**src/rtl/hcb_pkg.sv**
```systemverilog
// hcb_pkg: shared constants, codes and the control/status structs of the huffman code builder
// used by hcb_ctrl, hcb_dp and huffman_code_builder_codec; depends on nothing
package hcb_pkg;

  localparam int ALPHA         = 256;
  localparam int COUNT_BITS    = 16;
  localparam int MAX_CODE_BITS = 32;

  localparam int NODE_TOTAL = 2 * ALPHA - 1;
  localparam int NW         = $clog2(NODE_TOTAL);
  localparam int SW         = $clog2(ALPHA);
  localparam int WB         = 24;
  localparam int LW         = 6;
  localparam int CB         = 32;
  localparam int PW         = LW + CB;

  localparam logic [2:0] ACT_CLEAR  = 3'd0;
  localparam logic [2:0] ACT_COUNT  = 3'd1;
  localparam logic [2:0] ACT_BUILD  = 3'd2;
  localparam logic [2:0] ACT_ENCODE = 3'd3;
  localparam logic [2:0] ACT_DECODE = 3'd4;

  localparam logic [1:0] ST_BUILT  = 2'd0;
  localparam logic [1:0] ST_CODE   = 2'd1;
  localparam logic [1:0] ST_SYMBOL = 2'd2;
  localparam logic [1:0] ST_ERROR  = 2'd3;

  typedef struct packed {
    logic load;
    logic clr_cnt;
    logic cnt_rd;
    logic cnt_wr;
    logic init_start;
    logic init_rd;
    logic init_wr;
    logic build_fail;
    logic scan_start;
    logic scan;
    logic kill_a;
    logic kill_b;
    logic make_node;
    logic code_start;
    logic cd_rd;
    logic cd_w0;
    logic cd_w1;
    logic build_ok;
    logic enc_rd;
    logic enc_res;
    logic dec_err;
    logic dec_rd;
    logic dec_res;
    logic emit;
  } cmd_t;

  typedef struct packed {
    logic init_last;
    logic any_leaf;
    logic scan_done;
    logic pair_found;
    logic code_done;
    logic dec_ok;
    logic dec_leaf;
    logic out_free;
  } stat_t;

endpackage

```
**src/rtl/hcb_ctrl.sv**
```systemverilog
// hcb_ctrl: sequencer for clear, count, build, encode and decode actions
// drives hcb_dp through hcb_pkg::cmd_t and reads hcb_pkg::stat_t
module hcb_ctrl (
  input  logic               clk,
  input  logic               rst_n,
  input  logic               in_valid,
  input  logic [2:0]         in_action,
  output logic               in_stall,
  input  hcb_pkg::stat_t     stat,
  output hcb_pkg::cmd_t      cmd
);

  localparam logic [4:0] S_IDLE      = 5'd0;
  localparam logic [4:0] S_CNT_RD    = 5'd1;
  localparam logic [4:0] S_CNT_WR    = 5'd2;
  localparam logic [4:0] S_INIT_RD   = 5'd3;
  localparam logic [4:0] S_INIT_WR   = 5'd4;
  localparam logic [4:0] S_INIT_END  = 5'd5;
  localparam logic [4:0] S_SCAN      = 5'd6;
  localparam logic [4:0] S_KILL_A    = 5'd7;
  localparam logic [4:0] S_KILL_B    = 5'd8;
  localparam logic [4:0] S_MAKE      = 5'd9;
  localparam logic [4:0] S_CODE_ROOT = 5'd10;
  localparam logic [4:0] S_CD_LOOP   = 5'd11;
  localparam logic [4:0] S_CD_W0     = 5'd12;
  localparam logic [4:0] S_CD_W1     = 5'd13;
  localparam logic [4:0] S_BUILD_OK  = 5'd14;
  localparam logic [4:0] S_ENC_RD    = 5'd15;
  localparam logic [4:0] S_ENC_RES   = 5'd16;
  localparam logic [4:0] S_DEC_RD    = 5'd17;
  localparam logic [4:0] S_DEC_RES   = 5'd18;
  localparam logic [4:0] S_EMIT      = 5'd19;

  logic [4:0] state_r, state_nxt;
  logic       accept;

  assign in_stall = (state_r != S_IDLE);
  assign accept   = in_valid && (state_r == S_IDLE);

  always_comb begin
    cmd       = '0;
    state_nxt = state_r;
    case (state_r)
      S_IDLE: begin
        if (accept) begin
          cmd.load = 1'b1;
          case (in_action)
            hcb_pkg::ACT_CLEAR:  cmd.clr_cnt = 1'b1;
            hcb_pkg::ACT_COUNT:  state_nxt = S_CNT_RD;
            hcb_pkg::ACT_BUILD: begin
              cmd.init_start = 1'b1;
              state_nxt      = S_INIT_RD;
            end
            hcb_pkg::ACT_ENCODE: state_nxt = S_ENC_RD;
            hcb_pkg::ACT_DECODE: state_nxt = S_DEC_RD;
            default:             state_nxt = S_IDLE;
          endcase
        end
      end
      S_CNT_RD: begin
        cmd.cnt_rd = 1'b1;
        state_nxt  = S_CNT_WR;
      end
      S_CNT_WR: begin
        cmd.cnt_wr = 1'b1;
        state_nxt  = S_IDLE;
      end
      S_INIT_RD: begin
        cmd.init_rd = 1'b1;
        state_nxt   = S_INIT_WR;
      end
      S_INIT_WR: begin
        cmd.init_wr = 1'b1;
        state_nxt   = stat.init_last ? S_INIT_END : S_INIT_RD;
      end
      S_INIT_END: begin
        if (stat.any_leaf) begin
          cmd.scan_start = 1'b1;
          state_nxt      = S_SCAN;
        end else begin
          cmd.build_fail = 1'b1;
          state_nxt      = S_EMIT;
        end
      end
      S_SCAN: begin
        cmd.scan = 1'b1;
        if (stat.scan_done) begin
          state_nxt = stat.pair_found ? S_KILL_A : S_CODE_ROOT;
        end
      end
      S_KILL_A: begin
        cmd.kill_a = 1'b1;
        state_nxt  = S_KILL_B;
      end
      S_KILL_B: begin
        cmd.kill_b = 1'b1;
        state_nxt  = S_MAKE;
      end
      S_MAKE: begin
        cmd.make_node  = 1'b1;
        cmd.scan_start = 1'b1;
        state_nxt      = S_SCAN;
      end
      S_CODE_ROOT: begin
        cmd.code_start = 1'b1;
        state_nxt      = S_CD_LOOP;
      end
      S_CD_LOOP: begin
        if (stat.code_done) begin
          state_nxt = S_BUILD_OK;
        end else begin
          cmd.cd_rd = 1'b1;
          state_nxt = S_CD_W0;
        end
      end
      S_CD_W0: begin
        cmd.cd_w0 = 1'b1;
        state_nxt = S_CD_W1;
      end
      S_CD_W1: begin
        cmd.cd_w1 = 1'b1;
        state_nxt = S_CD_LOOP;
      end
      S_BUILD_OK: begin
        cmd.build_ok = 1'b1;
        state_nxt    = S_EMIT;
      end
      S_ENC_RD: begin
        cmd.enc_rd = 1'b1;
        state_nxt  = S_ENC_RES;
      end
      S_ENC_RES: begin
        cmd.enc_res = 1'b1;
        state_nxt   = S_EMIT;
      end
      S_DEC_RD: begin
        if (stat.dec_ok) begin
          cmd.dec_rd = 1'b1;
          state_nxt  = S_DEC_RES;
        end else begin
          cmd.dec_err = 1'b1;
          state_nxt   = S_EMIT;
        end
      end
      S_DEC_RES: begin
        cmd.dec_res = 1'b1;
        state_nxt   = stat.dec_leaf ? S_EMIT : S_IDLE;
      end
      S_EMIT: begin
        if (stat.out_free) begin
          cmd.emit  = 1'b1;
          state_nxt = S_IDLE;
        end
      end
      default: state_nxt = S_IDLE;
    endcase
  end

  always_ff @(posedge clk) begin
    if (!rst_n) begin
      state_r <= S_IDLE;
    end else begin
      state_r <= state_nxt;
    end
  end

endmodule

```
**config.mk**
```make
export PLATFORM = sky130hd
export DESIGN_NAME = hcb_ctrl
export DESIGN_NICKNAME = d
export VERILOG_FILES = /design/src/rtl/hcb_pkg.sv /design/src/rtl/hcb_ctrl.sv
export SDC_FILE = /design/constraint.sdc
export NUM_CORES = 1
export LEC_CHECK = 0
export ABC_CLOCK_PERIOD_IN_PS = 1690
export BUFFER_PORTS_ARGS = -buffer_cell sky130_fd_sc_hd__clkbuf_2
export CORE_MARGIN = 2
export CORE_UTILIZATION = 44
export DETAILED_ROUTE_END_ITERATION = 16
export GPL_ROUTABILITY_DRIVEN = 0
export PLACE_DENSITY_LB_ADDON = 0.05
export SLEW_MARGIN = 20
export SYNTH_ARGS = -nofsm -noshare
export SYNTH_HDL_FRONTEND = slang
export SYNTH_SLANG_ARGS = --single-unit
```
**constraint.sdc**
```tcl
create_clock -name clk -period 1.69 [get_ports clk]
set_clock_uncertainty 0.05 [all_clocks]
set_input_delay 0.2535 -clock clk [delete_from_list [all_inputs] [get_ports clk]]
set_output_delay 0.2535 -clock clk [all_outputs]
set_load 0.01 [all_outputs]
```
**Word-level counts from Yosys, hierarchy flattened**

Index checks and enable logic that the tools add are counted.

- Logic and storage cells: 78
- Register bits after elaboration: 5
- Output and inout bits: 25
- Bits of input ports: 14

- Multiplexer cells: 43
- Eq/ne operators: 27
- Reductions and logical operators: 7

Operator list:

| cell | count |
|---|---|
| 5-bit case mux with 17 select lines | 1 |
| 5-bit by 4-bit equality test with 1-bit output (second input constant) | 8 |
| 1-bit 2-to-1 mux | 29 |
| 5-bit 2-to-1 mux | 5 |
| 5-bit case mux with 5 select lines | 1 |
| 5-bit by 3-bit equality test with 1-bit output (second input constant) | 4 |
| 5-bit equality test (second input constant) | 4 |
| 5-bit by 2-bit equality test with 1-bit output (second input constant) | 2 |
| 2-bit 2-to-1 mux | 4 |
| 2-bit inequality test (second input constant) | 4 |
| 3-bit by 2-bit equality test with 1-bit output (second input constant) | 2 |
| 5-bit by 1-bit equality test with 1-bit output (second input constant) | 1 |
| 5-bit logical NOT | 1 |
| 5-bit nonzero test | 1 |
| 4-bit 2-to-1 mux | 1 |
| 4-bit AND reduction | 1 |
| 2-bit OR reduction | 2 |
| 3-bit by 1-bit equality test with 1-bit output (second input constant) | 1 |
| 3-bit equality test (second input constant) | 1 |
| 3-bit logical NOT | 1 |
| 3-bit 2-to-1 mux | 1 |
| 1-bit case mux with 2 select lines | 1 |
| 1-bit logical AND | 1 |

**Longest topological paths before layout**

- Depth in word-level cells: 4
- Mapped depth: 7
- Mapped depth without buffers: 5

**Worst setup path before layout**

Ideal clock, no wire load.

- Kind: flip-flop to output port
- Start: register state_r[0]
- End: output port cmd[19] (netlist bit)
- Slack: 0.003 ns
- Required time: 1.387 ns
- Stages on the path, launching flop included: 6
- Path buffers: 1
- Data arrival time: 1.384 ns
- Path through: dfxtp_1 -> buf_2 -> or3_4 -> nor2_4 -> nand3b_1 -> nor3b_1

RTL lines:

| item | RTL line | source |
|---|---|---|
| start: declaration | hcb_ctrl.sv:34 | `logic [4:0] state_r, state_nxt;` |
| start signal: assignment | hcb_ctrl.sv:163 | `state_r <= state_nxt;` |
| end: declaration | hcb_ctrl.sv:10 | `output hcb_pkg::cmd_t cmd` |

==> summary.txt <==
STA
  – RSZ-0062 raised after global routing: yes
  – Final hold vios: 0
  – Final Cycle Share: 109%
  – Max Clk Rate: 0.543 GHz
  – Worst Setup Slack, final: -150 ps
  – Post-route minimum period: 1840 ps
  – Final setup vio count: 9
  – Worst-margin pin slew: 346 ps
  – Rel. slew slack: 76.6%
  – Max Slew Vio Count: 0

Layout
  – Fin nets: 179
  – Area growth syn-to-layout: 61.8%
  – Commonest non-fill, non-tap cell in the layout: clkbuf_2
  – Non-filler cells, final: 180
  – Multi-input logic area: 654 sq um
  – Share of post-route cells with drive strength above 1: 51.8%
  – Most frequent cells in the layout: 30 x clkbuf_2, 21 x nor2_1, 15 x buf_4
  – Top Registers: state_r: 5 flops
  – Max reg flops: 5
  – Fill cells: 115
  – Final instance area: 0.00119 sq mm
  – Ant diodes: 0
  – Final Util: 77.1%
  – Reg with most FFs: state_r
  – Reg area: 110 sq um

Synth
  – Largest family of logic cells by synthesized area: simple AND/OR/NAND/NOR gates
  – Mapped Cells: 110
  – Synth Area in Simple Gates: 48.9%
  – Synth Area in XOR/XNOR: 0%
  – Syn Area/Cell: 6.68 sq um
  – Adder-Cell Fraction of Synth Area: 0%
  – Synth Register Bits: 5
  – Synth warn: 0
  – Netlist cell types: 43
  – Seq/Total Area, Yosys: 13.6%
  – Mux share of post-synthesis cell area: 1.53%
  – Compound-Gate Fraction of Synth Area: 27.9%
  – Syn Nets: 124
  – Synth Cell Area: 734 sq um

Worst setup path
  – Worst setup SP type: flip-flop
  – CP Capture Type: primary output
  – Crit Path Class: reg2out
  – Worst-path fanout max: 7
  – Req. time, crit path: 1390 ps
  – Worst Path Arrival: 1540 ps

Clock tree
  – Worst-path clk slew: 40 ps
  – H-tree depth: 1
  – # hold bufs at CTS: 0
  – Root buffer cell: clkbuf_4
  – Total CTS buffers: 3
  – Clk buf depth: 2
  – CTS Sinks: 5
  – Later-pin clock latency in the skew report: 240 ps
  – CTS tree: done

Die
  – Boundary pin count: 39
  – DIE WIDTH: 44.9 microns
  – Core area: 0.00154 sq mm
  – Die ar.: 0.00201 sq mm
  – Die H: 44.9 microns
  – FP Rows: 14
  – Initial core utilization: 47.6%

Route
  – Wirelength per Cell: 14.8 microns
  – Detail Route Antenna Nets: 0
  – Vias per cell: 5.81
  – Final WL: 2.66 mm
  – DRT Pass-1 Iters: 4
  – Via count: 1,045
  – First DRT Iteration DRCs: 16
  – Residual DRC: 0

Flow run
  – Max_cap viols: 0

Hold path
  – Worst Hold Class: in2reg

Global routing
  – Overall Global Routing Usage: 25.9%
  – Vias in the first global route: 945
  – GRT Residual Overflow: 0
  – Initial antenna violation count: 0
  – First-pass GRT wire length: 3.94 mm
  – Pin count of the biggest net entering global routing: 12

Placed design
  – Final HPWL from detailed placement: 1.85 mm
  – Placed cell count: 172
  – DP Area: 0.00102 sq mm
  – I/O Buffers: 38

Status
  – Failing checks: setup timing
  – Outcome: finished with violations

Power and ir drop
  – Pwr Density: 690 mW/mm^2
  – VDD IR max: 575 uV
  – Leak: 0.000533 uW
## routing by layer
layer | up-vias | global-route usage [%] | share of wire [%]
met5 | - | 0 | 0
met4 | 0 | 8.24 | 2.7
met3 | 8 | 3.60 | 6.1
met2 | 43 | 46.7 | 51
met1 | 481 | 31.6 | 40
li1 | 513 | - | -
## final cells by class
| type | count | share of cell area (%) |
|---|---|---|
| flip-flops and latches | 5 | 9.26 |
| inverters | 5 | 1.58 |
| clock buffers | 4 | 2.21 |
| repair buffers | 58 | 30.2 |
| well taps | 16 | 1.68 |
| multi-input cells | 92 | 55.1 |
## power by group
group | internal [uW] | switching [uW] | total (uW) | leakage, uW
clock | 89.2 | 47.5 | 137 | 0.0000150
combinational | 253 | 274 | 527 | 0.000475
sequential | 135 | 21.3 | 156 | 0.0000431
total | 477 | 343 | 820 | 0.000533
## cells by family (layout without fill, tap and decap cells)
| group | after synthesis | after routing |
|---|---|---|
| muxes | 1 | 1 |
| buffers and inverters | 13 | 67 |
| and+or+nand+nor | 61 | 61 |
| AOI/OAI and AO/OA | 30 | 30 |
| DFF | 5 | 5 |
## worst max-delay path, cell delays in order, from the launching register on
cell      delay, ps
dfxtp_4         360
or3b_1          430
buf_4           180
nor2_1          150
clkbuf_2        170
## stage by stage
step	TNS, ps	setup WS [ps]	total power (uW)	hold WS [ps]
floorplan	0	2.63	433	321
global placement	0	18.4	586	466
detailed placement	0	28.0	588	478
CTS	-629	-128	771	231
global route	-1190	-177	870	239
finish	-600	-150	820	229
## cells in the mapped netlist (all sizes together)
master	number	share of area [%]
nand4b	1	1.2
inv	4	2.0
a21o	1	1.0
o22ai	1	0.85
a211oi	2	2.0
o21a	4	4.1
nand2	3	1.5
a31oi	4	3.4
nor4	1	0.85
nor2b	2	1.7
a311o	1	1.4
nor4bb	1	1.4
and3	1	0.85
o31ai	1	1.0
and2	1	0.85
a21boi	1	1.0
nand3	3	2.0
a41oi	1	1.2
nor2	24	13
or3	2	2.4
dfxtp	5	14
mux2	1	1.5
o211ai	2	2.0
o31a	1	1.2
nor4b	2	2.4
or3b	3	3.9
a211o	1	1.4
and4	1	1.2
buf	8	5.5
a21oi	4	2.7
a32oi	1	1.2
clkinv	1	0.51
nand3b	2	2.0
nor3	7	7.0
or2	1	0.85
nor3b	2	2.0
o21ai	5	3.4
nand2b	4	3.4
## final timing paths
kind                            slack, ps  cells past startpoint               startpoint                 endpoint
worst max register to register         20                      7  state_r[0]$_SDFFE_PN0P_  state_r[2]$_SDFFE_PN0P_
worst max-delay path                 -150                      4  state_r[4]$_SDFFE_PN0P_                   cmd[7]
worst min register to register        630                      2  state_r[4]$_SDFFE_PN0P_  state_r[0]$_SDFFE_PN0P_
worst min-delay path                  230                      2                    rst_n  state_r[4]$_SDFFE_PN0P_
## what timing repair did
item / 4_1_cts / 5_1_grt
gates resized for setup: 12 / 23
endpoints found under the setup margin: 15 / 25
pin swaps: 6 / 3
buffers inserted: 5 / 0
Power figures use the tool's default switching activity.
